### src/design/sdlw_pkg.sv
// Shared types and constants for the signed decimal LCD writer.
`default_nettype none
package sdlw_pkg;

	// Cursor address base, and the character codes
	localparam logic [7:0] ADDR_BASE  = 8'd96;
	localparam logic [7:0] DIGIT_ZERO = 8'h30;
	localparam logic [7:0] MINUS_CHAR = 8'h2D;
	localparam int unsigned FONT_BIT  = 7;

	// A 16-bit magnitude has at most five decimal digits
	localparam int unsigned MAX_DIGITS = 5;
	localparam int unsigned DIGIT_IDX_W = 3;

	// Reciprocal of ten: (x * 52429) >> 19 is exact for every 16-bit x
	localparam logic [16:0] RECIP_TEN   = 17'd52429;
	localparam int unsigned RECIP_SHIFT = 19;

	typedef struct packed {
		logic [2:0]         row;
		logic [4:0]         column;
		logic signed [15:0] value;
	} in_item_t;

	typedef struct packed {
		logic [7:0] out_byte;
		logic       is_command;
		logic       last_byte;
	} out_item_t;

	typedef enum logic [2:0] {
		ST_IDLE,
		ST_DIVIDE,
		ST_CMD,
		ST_SIGN,
		ST_DIGITS
	} state_t;

endpackage
`default_nettype wire

### src/design/sdlw_div10.sv
// Divide-by-ten unit: quotient by reciprocal multiplication, remainder by shift-add.
`default_nettype none
module sdlw_div10 (
	input  wire logic [15:0] dividend,
	output logic      [15:0] quotient,
	output logic      [3:0]  remainder
);

	logic [32:0] prod;
	logic [15:0] times_ten;

	assign prod      = 33'(dividend) * 33'(sdlw_pkg::RECIP_TEN);
	assign quotient  = 16'(prod >> sdlw_pkg::RECIP_SHIFT);
	assign times_ten = 16'(quotient << 3) + 16'(quotient << 1);
	assign remainder = 4'(dividend - times_ten);

endmodule
`default_nettype wire

### src/design/signed_decimal_lcd_writer.sv
// Top level of the signed decimal LCD writer: sequencer, digit store and output register.
`default_nettype none
// Turns one item (row, column, signed 16-bit value) into a character-LCD byte
// stream: first a cursor address command byte, 96 + row*32 + column wrapped to
// 8 bits, then the value in decimal, most significant character first, with a
// leading '-' for negative values, no leading zeros and a lone '0' for zero.
// Every character has bit 7 set to pick the alternate font, and the final data
// byte carries last_byte. An item runs through a shared divide-by-ten unit,
// one digit per cycle, while the digits collect in a small store; the bytes
// then leave through a single output register, one per beat. The sequencer
// takes no new item until every byte of the last one is in that register.
// item_ready is high only while the sequencer is idle; the last byte of an
// item may still wait in the output register when the next item is taken,
// and the new item's bytes queue behind it.
module signed_decimal_lcd_writer (
	input  wire logic                clk,
	input  wire logic                arst_n,
	input  wire logic                item_valid,
	output logic                     item_ready,
	input  wire sdlw_pkg::in_item_t  item,
	output logic                     result_valid,
	input  wire logic                result_ready,
	output sdlw_pkg::out_item_t      result
);

	sdlw_pkg::state_t state_q, state_d;

	logic [7:0]  addr_q;
	logic        neg_q;
	logic [15:0] mag_q;
	logic [3:0]  digit_q [sdlw_pkg::MAX_DIGITS];
	logic [sdlw_pkg::DIGIT_IDX_W-1:0] dig_cnt_q;

	logic                result_valid_q;
	sdlw_pkg::out_item_t result_q;

	logic [15:0] quotient;
	logic [3:0]  remainder;

	logic                accept;
	logic                slot_free;
	logic                load;
	logic                div_step;
	logic                div_done;
	sdlw_pkg::out_item_t load_item;
	logic [3:0]          cur_digit;
	logic [15:0]         in_mag;

	// Shared divide-by-ten unit, reused once per digit
	sdlw_div10 u_div10 (
		.dividend  (mag_q),
		.quotient  (quotient),
		.remainder (remainder)
	);

	assign accept    = item_valid && item_ready;
	assign slot_free = !result_valid_q || result_ready;
	assign div_done  = (quotient == 16'd0) ||
		(dig_cnt_q == sdlw_pkg::DIGIT_IDX_W'(sdlw_pkg::MAX_DIGITS - 1));
	assign cur_digit = digit_q[sdlw_pkg::DIGIT_IDX_W'(dig_cnt_q - 1'b1)];

	// Magnitude in unsigned arithmetic, so the most negative value gives 32768
	assign in_mag = item.value[15] ? 16'(16'd0 - item.value) : item.value;

	// Next state
	always_comb begin
		state_d = state_q;
		unique case (state_q)
			sdlw_pkg::ST_IDLE: begin
				if (item_valid) begin
					state_d = sdlw_pkg::ST_DIVIDE;
				end
			end
			sdlw_pkg::ST_DIVIDE: begin
				if (div_done) begin
					state_d = sdlw_pkg::ST_CMD;
				end
			end
			sdlw_pkg::ST_CMD: begin
				if (slot_free) begin
					state_d = neg_q ? sdlw_pkg::ST_SIGN : sdlw_pkg::ST_DIGITS;
				end
			end
			sdlw_pkg::ST_SIGN: begin
				if (slot_free) begin
					state_d = sdlw_pkg::ST_DIGITS;
				end
			end
			sdlw_pkg::ST_DIGITS: begin
				if (slot_free && dig_cnt_q == sdlw_pkg::DIGIT_IDX_W'(1)) begin
					state_d = sdlw_pkg::ST_IDLE;
				end
			end
			default: begin
				state_d = sdlw_pkg::ST_IDLE;
			end
		endcase
	end

	// Outputs of the sequencer
	always_comb begin
		item_ready = 1'b0;
		div_step   = 1'b0;
		load       = 1'b0;
		load_item  = '0;
		unique case (state_q)
			sdlw_pkg::ST_IDLE: begin
				item_ready = 1'b1;
			end
			sdlw_pkg::ST_DIVIDE: begin
				div_step = 1'b1;
			end
			sdlw_pkg::ST_CMD: begin
				load                 = slot_free;
				load_item.out_byte   = addr_q;
				load_item.is_command = 1'b1;
				load_item.last_byte  = 1'b0;
			end
			sdlw_pkg::ST_SIGN: begin
				load                 = slot_free;
				load_item.out_byte   = sdlw_pkg::MINUS_CHAR |
					8'(1 << sdlw_pkg::FONT_BIT);
				load_item.is_command = 1'b0;
				load_item.last_byte  = 1'b0;
			end
			sdlw_pkg::ST_DIGITS: begin
				load                 = slot_free;
				load_item.out_byte   = sdlw_pkg::DIGIT_ZERO | {4'd0, cur_digit} |
					8'(1 << sdlw_pkg::FONT_BIT);
				load_item.is_command = 1'b0;
				load_item.last_byte  = (dig_cnt_q == sdlw_pkg::DIGIT_IDX_W'(1));
			end
			default: begin
				item_ready = 1'b0;
			end
		endcase
	end

	// Control state
	always_ff @(posedge clk or negedge arst_n) begin
		if (!arst_n) begin
			state_q        <= sdlw_pkg::ST_IDLE;
			result_valid_q <= 1'b0;
			dig_cnt_q      <= '0;
		end else begin
			state_q <= state_d;
			if (load) begin
				result_valid_q <= 1'b1;
			end else if (result_ready) begin
				result_valid_q <= 1'b0;
			end
			// Count digits up while dividing, down while sending them
			if (accept) begin
				dig_cnt_q <= '0;
			end else if (div_step) begin
				dig_cnt_q <= dig_cnt_q + 1'b1;
			end else if (load && state_q == sdlw_pkg::ST_DIGITS) begin
				dig_cnt_q <= dig_cnt_q - 1'b1;
			end
		end
	end

	// Payload: hold the item, advance the magnitude, store each digit
	always_ff @(posedge clk) begin
		if (accept) begin
			addr_q <= 8'(sdlw_pkg::ADDR_BASE + {item.row, item.column});
			neg_q  <= item.value[15];
			mag_q  <= in_mag;
		end else if (div_step) begin
			mag_q <= quotient;
		end
		if (div_step) begin
			digit_q[dig_cnt_q] <= remainder;
		end
		if (load) begin
			result_q <= load_item;
		end
	end

	assign result_valid = result_valid_q;
	assign result       = result_q;

`ifndef SYNTH
	// The command byte never closes an item's run
	a_cmd_not_last: assert property (@(posedge clk) disable iff (!arst_n)
		result_valid && result.is_command |-> !result.last_byte)
		else $error("command byte flagged as last");

	// The digit count never passes the store depth
	a_cnt_range: assert property (@(posedge clk) disable iff (!arst_n)
		dig_cnt_q <= sdlw_pkg::DIGIT_IDX_W'(sdlw_pkg::MAX_DIGITS))
		else $error("digit count out of range");

	// Sending digits always has at least one left in the store
	a_digits_left: assert property (@(posedge clk) disable iff (!arst_n)
		state_q == sdlw_pkg::ST_DIGITS |-> dig_cnt_q != '0)
		else $error("digit state with empty store");

	// A taken item starts the divide loop with an empty store
	a_accept_div: assert property (@(posedge clk) disable iff (!arst_n)
		item_valid && item_ready |=> state_q == sdlw_pkg::ST_DIVIDE && dig_cnt_q == '0)
		else $error("accepted item did not start dividing");
`endif

endmodule
`default_nettype wire

### config.mk
export PLATFORM = sky130hd
export DESIGN_NAME = signed_decimal_lcd_writer
export DESIGN_NICKNAME = d
export VERILOG_FILES = /design/src/design/sdlw_pkg.sv /design/src/design/sdlw_div10.sv /design/src/design/signed_decimal_lcd_writer.sv
export SDC_FILE = /design/constraint.sdc
export NUM_CORES = 1
export LEC_CHECK = 0
export ABC_AREA = 1
export BUFFER_PORTS_ARGS = -buffer_cell sky130_fd_sc_hd__buf_2
export CAP_MARGIN = 20
export CELL_PAD_IN_SITES_DETAIL_PLACEMENT = 1
export CELL_PAD_IN_SITES_GLOBAL_PLACEMENT = 1
export CORE_ASPECT_RATIO = 1.25
export CORE_MARGIN = 10
export CORE_UTILIZATION = 49
export DETAILED_ROUTE_END_ITERATION = 8
export MAX_ROUTING_LAYER = met4
export PLACE_DENSITY = 0.84
export SYNTH_ARGS = -nofsm -noshare
export SYNTH_HDL_FRONTEND = slang
export SYNTH_HIERARCHICAL = 1
export SYNTH_SLANG_ARGS = --single-unit
### constraint.sdc
create_clock -name clk -period 7.5 [get_ports clk]
set_input_delay 0.375 -clock clk [delete_from_list [all_inputs] [get_ports clk]]
set_output_delay 0.375 -clock clk [all_outputs]
set_load 0.05 [all_outputs]
=== Word-level counts from Yosys, hierarchy flattened ===
Memory sizes are Yosys's and may differ from the RTL's.
Index checks and enable logic that the tools add are counted.

* $add $sub $neg: 6
* Multiply operators: 1
* Eq/ne operators: 11
* Mux-type cells: 21
* Reduce and logical (&&, ||, !) cells: 13

{| class="wikitable"
|+ Operators by type and width
! kind !! number
|-
| $mux W16 || 3
|-
| $mul A16 B16 Y32 const B || 1
|-
| $pmux W10 S3 || 1
|-
| $mux W3 || 9
|-
| $logic_not A16 Y1 || 1
|-
| $sub A1 B16 Y16 const A || 1
|-
| $pmux W3 S5 || 1
|-
| $ne A2 B2 Y1 const B || 5
|-
| $add A7 B8 Y8 const A || 1
|-
| $mux W1 || 7
|-
| $eq A3 B1 Y1 const B || 2
|-
| $eq A3 B2 Y1 const B || 2
|-
| $eq A3 B3 Y1 const B || 2
|-
| $reduce_and A5 Y1 || 1
|-
| $add A4 B4 Y4 || 1
|-
| $reduce_bool A2 Y1 || 2
|-
| $sub A4 B4 Y4 || 1
|-
| $add A3 B1 Y3 const B || 1
|-
| $logic_and A1 B1 Y1 || 3
|-
| $logic_not A3 Y1 || 1
|-
| $reduce_bool A3 Y1 || 1
|-
| $reduce_or A3 Y1 || 1
|-
| $sub A3 B1 Y3 const B || 1
|-
| $logic_or A1 B1 Y1 || 2
|-
| $logic_not A1 Y1 || 1
|}

* Flip-flop bits (word level): 42
* Bits in writable memories: 20
* Bits of input ports: 28
* Output and inout port bits: 12
* Logic and storage cells: 62
* Memories: 1

{| class="wikitable"
|+ Memories
! memory !! depth !! bits a word !! read ports !! clocked after Yosys merged registers in !! write ports !! line !! source
|-
| digit_q || 5 || 4 || 1 || 0 || 1 || signed_decimal_lcd_writer.sv:31 || <nowiki>logic [3:0] digit_q [sdlw_pkg::MAX_DIGITS];</nowiki>
|}

=== Longest topological paths before layout ===
Gate-level depths: netlist of run 1.

* Word-level depth: 7
* Gate-level depth with buffers: 31
* Gate-level depth less buffers: 31

=== Cells and area by module ===
The synthesis of run 1 kept the hierarchy.

{| class="wikitable"
|+ By module, submodules not included
! module !! instances !! cells each !! area each (um^2) !! sequential area each (um^2)
|-
| sdlw_div10 || 1 || 653 || 5227.5 || 0.0
|-
| signed_decimal_lcd_writer || 1 || 331 || 3190.6 || 1826.8
|}

=== Least setup slack after synthesis of run 1 ===
No wires, ideal clock.

* Kind: flip-flop to flip-flop
* From: register mag_q[6]
* To: memory digit_q[0][3] (data pin)
* Setup time: 0.260 ns
* Arrival time: 5.295 ns
* Setup slack: 1.945 ns
* Cell stages (with the launch flop): 27
* Buffers on the path: 0
* Cells stage by stage: edfxtp_1 -> ha_1 -> inv_1 -> fa_1 -> inv_1 -> fa_1 -> fa_1 -> fa_1 -> inv_1 -> fa_1 -> inv_1 -> ha_1 -> nand2_1 -> nor2_1 -> inv_1 -> o21ai_0 -> inv_1 -> nand2_1 -> xnor2_1 -> inv_1 -> ha_1 -> nand2_1 -> nand4_1 -> nand2_1 -> nand2_1 -> nand2_1 -> inv_1

* Word-level cells in the longest chain between the ends: 3

{| class="wikitable"
|+ Ends and longest elaborated chain
! what !! line !! source
|-
| start: declaration || signed_decimal_lcd_writer.sv:30 || <nowiki>logic [15:0] mag_q;</nowiki>
|-
| start signal: assignment || signed_decimal_lcd_writer.sv:168 || <nowiki>mag_q <= in_mag;</nowiki>
|-
| start signal: assignment || signed_decimal_lcd_writer.sv:170 || <nowiki>mag_q <= quotient;</nowiki>
|-
| $mul A16 B16 Y32 || sdlw_div10.sv:12 || <nowiki>assign prod = 33'(dividend) * 33'(sdlw_pkg::RECIP_TEN);</nowiki>
|-
| named net quotient[1] || signed_decimal_lcd_writer.sv:37 || <nowiki>logic [15:0] quotient;</nowiki>
|-
| $add A4 B4 Y4 || sdlw_div10.sv:14 || <nowiki>assign times_ten = 16'(quotient << 3) + 16'(quotient << 1);</nowiki>
|-
| $sub A4 B4 Y4 || sdlw_div10.sv:15 || <nowiki>assign remainder = 4'(dividend - times_ten);</nowiki>
|-
| named net remainder[3] || signed_decimal_lcd_writer.sv:38 || <nowiki>logic [3:0] remainder;</nowiki>
|-
| end: declaration || signed_decimal_lcd_writer.sv:31 ||
|}

The timed path passes the listed nets, and every way through them passes these cells.

=== Worst setup path after layout of run 1 ===
* From: register mag_q[9]
* To: memory digit_q[0][3] (data pin)

Same word-level chain as after synthesis.

==> key figures, run 1 <==
Clock network
  – Clock Tree Buf Depth: 2
  – CTS Root Cell: clkbuf_16
  – Post-cts gate resize count: 0
  – CTS tree: yes
  – H-tree depth: 3
  – Clk sink count: 62
  – Worst-Skew Late Latency: 0.34 ns
  – Inserted Clock Buffers: 9
  – Worst-path clk slew: 0.06 ns

Synth
  – Post-synth EDFFs: 55
  – Largest area contributor in the netlist: ha_1
  – Post-synth cell types: 44
  – Synth Flop Type: edfxtp_1
  – Yosys top cell area share: 20.7%
  – Synthesized area per cell: 8.55 um^2
  – Sequential area share after synthesis: 21.7%
  – Seq cells post-synth: 62
  – Synth top area cells: ha_1, edfxtp_1, fa_1
  – Ys Warns: 6
  – Synth async-reset ratio: 11.3%
  – Post-Syn Area: 0.00842 mm^2
  – Cells after synthesis: 984

Drt
  – Via count: 6619
  – DRT Pass-1 Iters: 5
  – Post-route DRC: 0
  – WL/cell: 19.5 um
  – Antenna viol nets, final: 0
  – Drt total wl: 24.4 mm
  – Vias per cell: 5.29
  – Iter 0 DRT Violations: 300

Global route
  – Vias in the first global route: 7446
  – First-pass GRT wire length: 39.7 mm
  – Largest net degree at the start of global routing: 27
  – Antenna violations before repair: 0
  – Grt total ovfl: 0
  – All-Layer GR Usage: 22.9%

Timing
  – Final setup fails: 0
  – Clock skew: 0.00805 ns
  – Fmax: 156 MHz
  – Min cycle time layout: 6.42 ns
  – Hold Vio Cnt, Final: 0
  – Period Utilization, post-route: 85.6%
  – Fin Setup TNS: 0 ns
  – Slew @ Worst Pin: 0.868 ns
  – Rel. slew slack: 41.9%
  – Final Slew Violations: 0
  – RSZ-0062 raised after global routing: false

Die
  – Core box area: 0.0168 mm^2
  – Die X: 137 um
  – Initial Util: 50.0%
  – # rows: 53
  – Die height: 167 um
  – I/O pin count: 40
  – Die area: 0.0229 mm^2

Status
  – Outcome: finished, final reports clean

Finish
  – Fraction of layout cells with a size suffix above 1: 9.30%
  – Final nets: 1274
  – Fill cell count: 2089
  – Inserted Diodes: 0
  – Synth-to-layout area growth: 8.03%

Worst setup path
  – Req. time, crit path: 7.57 ns
  – Worst r2r src: mag_q[9]$_DFFE_PP_
  – CP Launch Type: register
  – CP Max Fanout: 6
  – Critical Path Start: mag_q[9]$_DFFE_PP_
  – Worst Path Class, Setup: register to register
  – Worst setup EP type: register
  – Crit path DAT: 6.49 ns

Job
  – Max Cap Viol: 0

Place
  – Final Wtd Congestion: 0.968
  – IO buf count: 39
  – HPWL after DPL: 21.4 mm

Worst hold path
  – Hold Crit Start: item[17]
  – Worst hold path class: input pin to register
==> registers in the layout, summed over array words and instances (netlist names) <==
name	cells
digit_q	20
dig_cnt_q	3
result	10
state_q	3
neg_q	1
mag_q	16
addr_q	8
result_valid	1
==> Yosys cell counts, types with 2 or more instances <==
cell,count
o21a_1,3
o21bai_1,3
xor2_1,15
nor2_1,65
nor2_4,2
o21ai_0,42
nand3_1,39
a21oi_1,28
a21oi_2,3
dfrtp_1,7
nor2_2,3
nand3b_1,2
ha_1,139
inv_1,245
nand4_1,11
nand3_2,2
o22ai_2,2
nor3_1,6
inv_2,11
xnor2_1,11
buf_2,3
o21ai_1,12
nand2_2,10
buf_4,6
nor3_2,2
a31oi_1,3
a21o_1,5
fa_1,80
nand2_4,4
edfxtp_1,55
nand2_1,148
a211oi_1,2
o22ai_1,4
==> cell usage in the layout, fill, tap and decap left out, drive strengths merged <==
cell and instances:
inv 257, nand2 162, ha 139, fa 80
nor2 70, edfxtp 55, o21ai 54, nand3 41
buf 39, a21oi 32, xor2 16, xnor2 11
nand4 11, clkbuf 11, nor3 9, dfrtp 7
o22ai 6, a21o 5, clkinv 5, o21a 3
a31oi 3, o21bai 3, conb 3, nand3b 2
a211oi 2, or2 1, clkinvlp 1, dlygate4sd3 1
and2 1, nor4 1, o211ai 1
==> repair_timing <==
| item | CTS | global route |
|---|---|---|
| hold buffers | 1 | 0 |
| endpoints found under the hold margin | 7 | 0 |
| setup buffers | 0 | 0 |
==> logic make-up (layout without fill, tap and decap cells) <==
family	after synthesis	after routing	synth area share (%)
adder cells (fa/ha/maj)	219	219	39.7
XOR/XNOR	27	27	2.90
other	1	3	0.0445
AO/OA/AOI/OAI	109	109	7.45
buffers and inverters	268	314	12.4
AND/OR/NAND/NOR	298	298	15.8
flip-flops	62	62	21.7
==> final timing paths <==
path	end	slack [ns]	cells after the start
worst max-delay path	digit_q[0][3]$_DFFE_PP_	1.08	25
worst min-delay path	addr_q[1]$_DFFE_PP_	0.21	1
worst max register to register	digit_q[0][3]$_DFFE_PP_	1.08	25
worst min register to register	result[6]$_DFFE_PP_	0.53	2
max in group asynchronous	result_valid$_DFFE_PN0P_	6.91	2
min in group asynchronous	state_q[2]$_DFFE_PN0P_	0.41	2
==> layer usage <==
| layer | GRT usage, % | routed length, um | vias to the layer above |
|---|---|---|---|
| met2 | 41.6 | 13500 | 120 |
| met3 | 2.41 | 604 | 55 |
| met5 | - | 0 | - |
| li1 | - | - | 3176 |
| met4 | 10.0 | 1060 | 0 |
| met1 | 24.1 | 9210 | 3268 |
==> critical path, cell delays in order (launching register included) <==
cell and delay, ns:
edfxtp_1 0.51, ha_1 0.42, fa_1 0.60, inv_1 0.07, fa_1 0.52, fa_1 0.56
inv_1 0.06, fa_1 0.52, fa_1 0.50, ha_1 0.39, a21oi_1 0.24, inv_1 0.06
a31oi_1 0.14, o21ai_0 0.16, inv_1 0.08, nand2_1 0.08, xnor2_1 0.24, inv_1 0.13
ha_1 0.22, xor2_1 0.17, inv_1 0.07, nand4_1 0.12, nand2_1 0.11, nand2_1 0.05
nand2_1 0.05, inv_1 0.07
==> final cells by class <==
type	instances	area, um^2	area share [%]
clock buffers	11	233	2.56
clock inverters	5	26.3	0.289
inverters	258	971	10.7
multi-input cells	656	5560	61.1
flip-flops and latches	62	1830	20.1
well taps	220	275	3.03
repair buffers	40	205	2.26
==> through the flow <==
step	hold WS [ns]	utilization [%]	setup slack (ns)	std cells	area (um^2)
final	0.207	54.0	1.08	1252	9090
after global routing	0.204	54.0	0.843	1252	9090
after CTS	0.205	54.0	1.19	1252	9090
after detailed placement	0.226	52.4	1.23	1235	8820
after global placement	0.231	52.4	1.43	1235	8820
after floorplan	0.0794	-	1.95	986	8430
Power of run 1 is not shown: default switching activity piles up to over one toggle a cycle in this logic, so the estimate is an artifact.
==> run 2: changes to the inputs <==
ABC_AREA = not set   (was 1)
BUFFER_PORTS_ARGS = -buffer_cell sky130_fd_sc_hd__buf_4   (was -buffer_cell sky130_fd_sc_hd__buf_2)
CORE_UTILIZATION = 51   (was 49)
PLACE_DENSITY = 0.85   (was 0.84)
==> run 2 against run 1 <==
Net effect:
- worst setup slack worse by 0.63 ns
- register-to-register slack worse by 0.63 ns
- global-route usage is 0.29 points higher
- wire length decreased by 9.5%
- highest routed layer unchanged
- count of clock-buffer cells in the layout unchanged
- hold slack better by 0.010 ns
- die area fell by 9.3%
==> key figures, run 2 <==
Finish
  – Inserted Diodes: 0 (unchanged)
  – Fraction of layout cells with a size suffix above 1: 9.11% (-0.19 points)
  – Max reg flops: 20 (unchanged)
  – Util after Layout: 57.1% (+3.1 points)
  – Leading cell types in the layout, fill and taps excluded: inv_1, ha_1, fa_1
  – Most common cell after layout, fill and taps aside: inv_1
  – Final cell count without fillers: 994 (-21%)
  – Largest Register: digit_q
  – Synth-to-layout area growth: 9.54%
  – Final nets: 1054 (-17%)

Drt
  – Met3 wire length: 534 um (-12%)
  – Top Metal Used: met4
  – Antenna viol nets, final: 0 (unchanged)
  – WL/cell: 22.2 um (+14%)
  – Post-route DRC: 0 (unchanged)
  – Vias per cell: 5.64 (+6.7%)
  – DRT Pass-1 Iters: 4 (-1)
  – Drt total wl: 22.1 mm (-9.5%)
  – Via count: 5606 (-15%)
  – DR WL met2: 11.8 mm (-13%)
  – Iter 0 DRT Violations: 284 (-5.3%)
  – Metal-1 WL: 9.07 mm (-1.5%)

Synth
  – Post-synth cell types: 67 (+52%)
  – Most frequent cell after synthesis: inv_1
  – Seq cells post-synth: 62 (unchanged)
  – Synth top area cells: ha_1, edfxtp_1, fa_1
  – Largest area contributor in the netlist: ha_1
  – Post-Syn Area: 0.00783 mm^2 (-7.0%)
  – Synthesized area per cell: 10.2 um^2 (+19%)
  – Yosys top cell area share: 22.2% (+1.6 points)
  – Synth async-reset ratio: 11.3% (unchanged)
  – Post-synth EDFFs: 55 (unchanged)
  – Sequential area share after synthesis: 23.3% (+1.6 points)
  – Top cells by count, synth: inv_1, ha_1, fa_1, edfxtp_1, nand2_1
  – Synth Flop Type: edfxtp_1
  – Ys Warns: 6 (unchanged)
  – Cells after synthesis: 768 (-22%)

Timing
  – Min cycle time layout: 7.05 ns (+0.632 ns)
  – Hold Vio Cnt, Final: 0 (unchanged)
  – Hold Slack: 0.217 ns (+0.0100 ns)
  – Clock skew: 0.00528 ns (-0.00277 ns)
  – Final setup fails: 0 (unchanged)
  – Rel. slew slack: 30.6% (-11 points)
  – Final Slew Violations: 0 (unchanged)
  – Fmax: 142 MHz (-9.0%)
  – Slew @ Worst Pin: 1.03 ns (+0.164 ns)
  – Period Utilization, post-route: 94.0% (+8.4 points)
  – RSZ-0062 raised after global routing: false
  – Fin Setup TNS: 0 ns (unchanged)

Die
  – Die X: 131 um (-4.7%)
  – # rows: 50 (-5.7%)
  – Initial Util: 52.2% (+2.2 points)
  – Core box area: 0.0150 mm^2 (-11%)
  – Die height: 159 um (-4.8%)
  – I/O pin count: 40 (unchanged)
  – Die area: 0.0207 mm^2 (-9.3%)

Clock network
  – CTS Root Cell: clkbuf_16
  – Inserted Clock Buffers: 9 (unchanged)
  – Worst-path clk slew: 0.06 ns (about the same)
  – CTS tree: yes
  – Post-cts gate resize count: 0 (unchanged)
  – Clk sink count: 62 (unchanged)
  – H-tree depth: 3 (unchanged)
  – Worst-Skew Late Latency: 0.33 ns (about the same)
  – Clock Tree Buf Depth: 2 (unchanged)

Worst setup path
  – Cell depth of the worst flop-to-flop path: 24 (-4.0%)
  – Req. time, crit path: 7.62 ns (+0.05 ns)
  – Crit path DAT: 7.17 ns (+0.68 ns)
  – CP Max Fanout: 6 (unchanged)
  – Slowest cell on the critical path: fa_1
  – CP Launch Type: register
  – Worst path max stage delay: 0.59 ns (about the same)
  – Worst setup EP type: register
  – Worst Path Class, Setup: register to register
  – CP cell instances: ha_1 > ha_1 > inv_1 > fa_1 > inv_1 > fa_1 > fa_1 > inv_1 > fa_1 > inv_1 > ha_1 > nand4_1 > nor2_1 > a2bb2o_1 > a21o_1 > a21o_1 > xor2_1 > ha_1 > nand2_1 > nand3b_1 > nor4_1 > mux2i_1 > a22oi_2 > xor2_1

Status
  – Outcome: finished, final reports clean

Global route
  – First-pass GRT wire length: 35.2 mm (-11%)
  – Grt total ovfl: 0 (unchanged)
  – Largest net degree at the start of global routing: 35 (+30%)
  – All-Layer GR Usage: 23.2% (+0.29 points)
  – Vias in the first global route: 6391 (-14%)
  – Antenna violations before repair: 0 (unchanged)

Place
  – Placed instance count: 977 (-21%)
  – HPWL after DPL: 19.1 mm (-11%)
  – IO buf count: 39 (unchanged)
  – Final Wtd Congestion: 1.04 (+7.4%)

Job
  – Max Cap Viol: 0 (unchanged)

Worst hold path
  – Hold Path Depth: 1 (unchanged)
  – Worst hold path class: input pin to register
-- run 2: timing repair --
item,4_1_cts,5_1_grt
endpoints found under the hold margin,7,0
hold buffers,1,0
setup buffers,0,0
-- run 2: final timing paths --
path                            slack (ns)                 from                        to
min in group asynchronous             0.40               arst_n  dig_cnt_q[2]$_DFFE_PN0P_
worst min-delay path                  0.22             item[19]       addr_q[3]$_DFFE_PP_
worst max register to register        0.45   mag_q[5]$_DFFE_PP_   digit_q[0][3]$_DFFE_PP_
worst max-delay path                  0.45   mag_q[5]$_DFFE_PP_   digit_q[0][3]$_DFFE_PP_
max in group asynchronous             6.96               arst_n    state_q[2]$_DFFE_PN0P_
worst min register to register        0.53  addr_q[4]$_DFFE_PP_       result[6]$_DFFE_PP_
-- run 2: metrics by stage --
stage | instance area [um^2] | setup WS [ns]
finish | 8580 | 0.449
CTS | 8580 | 0.442
global placement | 8290 | 0.609
global route | 8580 | 0.0414
floorplan | 7840 | 1.26
detailed placement | 8290 | 0.485
-- run 2: cell families (layout without fill, tap and decap cells) --
family | count (synthesis) | in the layout | synth area share [%]
AO/OA/AOI/OAI | 110 | 110 | 9.75
XOR/XNOR | 38 | 38 | 4.25
adder cells (fa/ha/maj) | 219 | 219 | 42.7
buffers and inverters | 202 | 244 | 9.92
flip-flops | 62 | 62 | 23.3
multiplexers | 10 | 10 | 1.92
other | 1 | 3 | 0.0479
AND/OR/NAND/NOR | 126 | 126 | 8.12
-- run 2: critical path, delay by kind of cell (launching register included) --
family,cells,cell delay (ns)
adder cells (fa/ha/maj),8,3.70
AO/OA/AOI/OAI,4,0.90
AND/OR/NAND/NOR,5,0.64
XOR/XNOR,2,0.62
flip-flops,1,0.57
buffers and inverters,4,0.26
multiplexers,1,0.14
-- run 2: final cells by class --
type,instances,area (um^2)
clock buffers,11,243
clock inverters,5,33.8
fillers,1677,6440
inverters,187,702
multi-input cells,506,5230
flip-flops and latches,62,1830
well taps,182,228
repair buffers,41,310
-- run 2: layer usage --
metal / global-route usage, % / up-vias
met5: - / -
met4: 8.17 / 0
met3: 2.60 / 32
met2: 41.2 / 115
met1: 26.3 / 2845
li1: - / 2614
Power of run 2 is left out for the same reason.
==> run 3: changes to the inputs <==
CORE_MARGIN = not set   (was 10)
GPL_TIMING_DRIVEN = 0   (was not set)
PLACE_DENSITY = 0.92   (was 0.85)
==> run 3 against run 2 <==
Net effect:
- sequential cell count stayed put
- worst setup slack got worse by 0.28 ns
- non-clock buffer count up 18
- first-iteration DRC count up 26%
- global-route usage is 11 points higher
- design area increased by 2.0%
- fmax decreased by 3.8%
- count of clock-buffer cells in the layout shrank 2
==> key figures, run 3 (synthesized netlist as in run 2, its figures left out) <==
Worst setup path
  – Worst setup EP type: register
  – CP cell instances: ha_1 > inv_1 > fa_1 > inv_1 > fa_1 > fa_1 > fa_1 > fa_1 > ha_1 > nand4_1 > buf_4 > nor3_2 > nor4_2 > a31oi_2 > o21a_1 > nor2_1 > xnor2_1 > nor4_1 > a41o_1 > nor3_1 > o21ai_0 > o41ai_1
  – Crit path DAT: 7.52 ns (+0.35 ns)
  – Worst Path Class, Setup: register to register
  – Slowest cell on the critical path: edfxtp_1
  – Worst path max stage delay: 0.58 ns (about the same)
  – CP Launch Type: register
  – Req. time, crit path: 7.69 ns (+0.07 ns)
  – CP Max Fanout: 5 (-1)
  – Crit-path most repeated cell: fa_1

Place
  – HPWL after DPL: 18.3 mm (-4.3%)
  – Final Wtd Congestion: 0.914 (-12%)
  – IO buf count: 39 (unchanged)

Die
  – Die X: 113 um (-14%)
  – Die height: 141 um (-11%)
  – # rows: 50 (unchanged)
  – Die area: 0.0159 mm^2 (-24%)
  – Initial Util: 52.2% (unchanged)
  – I/O pin count: 40 (unchanged)
  – Core box area: 0.0150 mm^2 (unchanged)

Global route
  – Vias in the first global route: 7181 (+12%)
  – Antenna violations before repair: 0 (unchanged)
  – First-pass GRT wire length: 39.4 mm (+12%)
  – Grt total ovfl: 0 (unchanged)
  – All-Layer GR Usage: 34.6% (+11 points)
  – Largest net degree at the start of global routing: 17 (-51%)

Clock network
  – Worst-Skew Late Latency: 0.34 ns (about the same)
  – CTS Root Cell: clkbuf_16
  – Clock Tree Buf Depth: 2 (unchanged)
  – Clk sink count: 62 (unchanged)
  – Worst-path clk slew: 0.06 ns (about the same)
  – H-tree depth: 3 (unchanged)
  – CTS tree: yes
  – Inserted Clock Buffers: 9 (unchanged)

Timing
  – Fin Setup TNS: 0 ns (unchanged)
  – Final Slew Violations: 0 (unchanged)
  – Hold Vio Cnt, Final: 0 (unchanged)
  – Period Utilization, post-route: 97.7% (+3.7 points)
  – Fmax: 136 MHz (-3.8%)
  – RSZ-0062 raised after global routing: false
  – Slew @ Worst Pin: 1.00 ns (-0.0311 ns)
  – Min cycle time layout: 7.33 ns (+0.276 ns)
  – Clock skew: 0.00963 ns (+0.00435 ns)
  – Final setup fails: 0 (unchanged)
  – Rel. slew slack: 33.3% (+2.7 points)

Drt
  – Vias per cell: 6.02 (+6.8%)
  – Post-route DRC: 0 (unchanged)
  – DRT Pass-1 Iters: 4 (unchanged)
  – Via count: 6093 (+8.7%)
  – Drt total wl: 24.9 mm (+13%)
  – Iter 0 DRT Violations: 357 (+26%)
  – Antenna viol nets, final: 0 (unchanged)
  – WL/cell: 24.6 um (+11%)

Finish
  – Most common cell after layout, fill and taps aside: inv_1
  – Max reg flops: 20 (unchanged)
  – Leading cell types in the layout, fill and taps excluded: inv_1, ha_1, fa_1
  – Largest Register: digit_q
  – Synth-to-layout area growth: 11.7%
  – Fill cell count: 1621 (-3.3%)
  – Fraction of layout cells with a size suffix above 1: 10.4% (+1.2 points)
  – Inserted Diodes: 0 (unchanged)
  – Final nets: 1072 (+1.7%)

Worst hold path
  – Worst hold path class: input pin to register

Job
  – Max Cap Viol: 0 (unchanged)

Status
  – Outcome: finished, final reports clean
==> run 3: cell types whose count changed in the layout (fill, tap and decap cells not counted), moves of 2 or more <==
| cell | change |
|---|---|
| buf_4 | +7 |
| bufinv_16 | +2 |
| clkbuf_1 | +8 |
| clkinv_2 | -2 |
| clkinv_4 | +2 |
| xor2_1 | -2 |
| xor2_2 | +2 |
==> run 3: what timing repair did <==
item,in CTS,in global routing
endpoints found under the hold margin,7,0
buffers inserted,1,2
resized for setup,1,4
hold buffers,1,0
setup endpoints to repair,5,6
==> run 3: routing by layer <==
layer | GRT usage (%) | part of all wire [%] | vias to the layer above
met4 | 21.4 | 6.6 | 0
met5 | - | 0 | -
met1 | 37.1 | 37 | 3062
met3 | 4.28 | 3.9 | 118
li1 | - | - | 2655
met2 | 60.4 | 52 | 258
==> run 3: worst max-delay path: cells and delay by family (launching register included) <==
family	cells	cell delay, ns
buffers and inverters	3	0.36
and+or+nand+nor	6	1.38
DFF	1	0.58
adders and majority gates	7	3.54
AOI/OAI and AO/OA	5	1.17
xor gates and xnor gates	1	0.13
==> run 3: final cells by class <==
cell class | count | area, um^2 | share of cell area, %
multi-input combinational | 506 | 5260 | 60.2
sequential | 62 | 1830 | 20.9
inverter | 187 | 702 | 8.03
timing repair buffer | 44 | 330 | 3.78
tap | 182 | 228 | 2.60
clock buffer | 9 | 225 | 2.58
clock inverter | 7 | 97.6 | 1.12
buffer | 15 | 75.1 | 0.858
==> run 3: worst paths after layout <==
kind / start / end / slack (ns) / cells after the start
setup / recovery: mag_q[8]$_DFFE_PP_ / state_q[0]$_DFFE_PN0P_ / 0.17 / 22
hold / removal: item[19] / addr_q[3]$_DFFE_PP_ / 0.22 / 1
setup reg to reg: mag_q[8]$_DFFE_PP_ / state_q[0]$_DFFE_PN0P_ / 0.17 / 22
hold reg to reg: addr_q[6]$_DFFE_PP_ / result[8]$_DFFE_PP_ / 0.57 / 1
max in group asynchronous: arst_n / state_q[1]$_DFFE_PN0P_ / 6.97 / 2
min in group asynchronous: arst_n / state_q[2]$_DFFE_PN0P_ / 0.40 / 2
==> run 3: stage by stage <==
| stage | util [%] | setup WS (ns) | instance area, um^2 | hold slack [ns] | instances |
|---|---|---|---|---|---|
| 6_report | 58.3 | 0.173 | 8750 | 0.217 | 1012 |
| 5_1_grt | 58.3 | 0.0131 | 8750 | 0.211 | 1012 |
| 4_1_cts | 58.0 | 0.0682 | 8710 | 0.206 | 1009 |
| 3_5_place_dp | 55.7 | 0.00663 | 8360 | 0.198 | 991 |
| 3_3_place_gp | 55.7 | 0.351 | 8360 | 0.195 | 991 |
| 2_1_floorplan | - | 1.26 | 7840 | 0.0794 | 770 |
Power of run 3 is left out for the same reason.
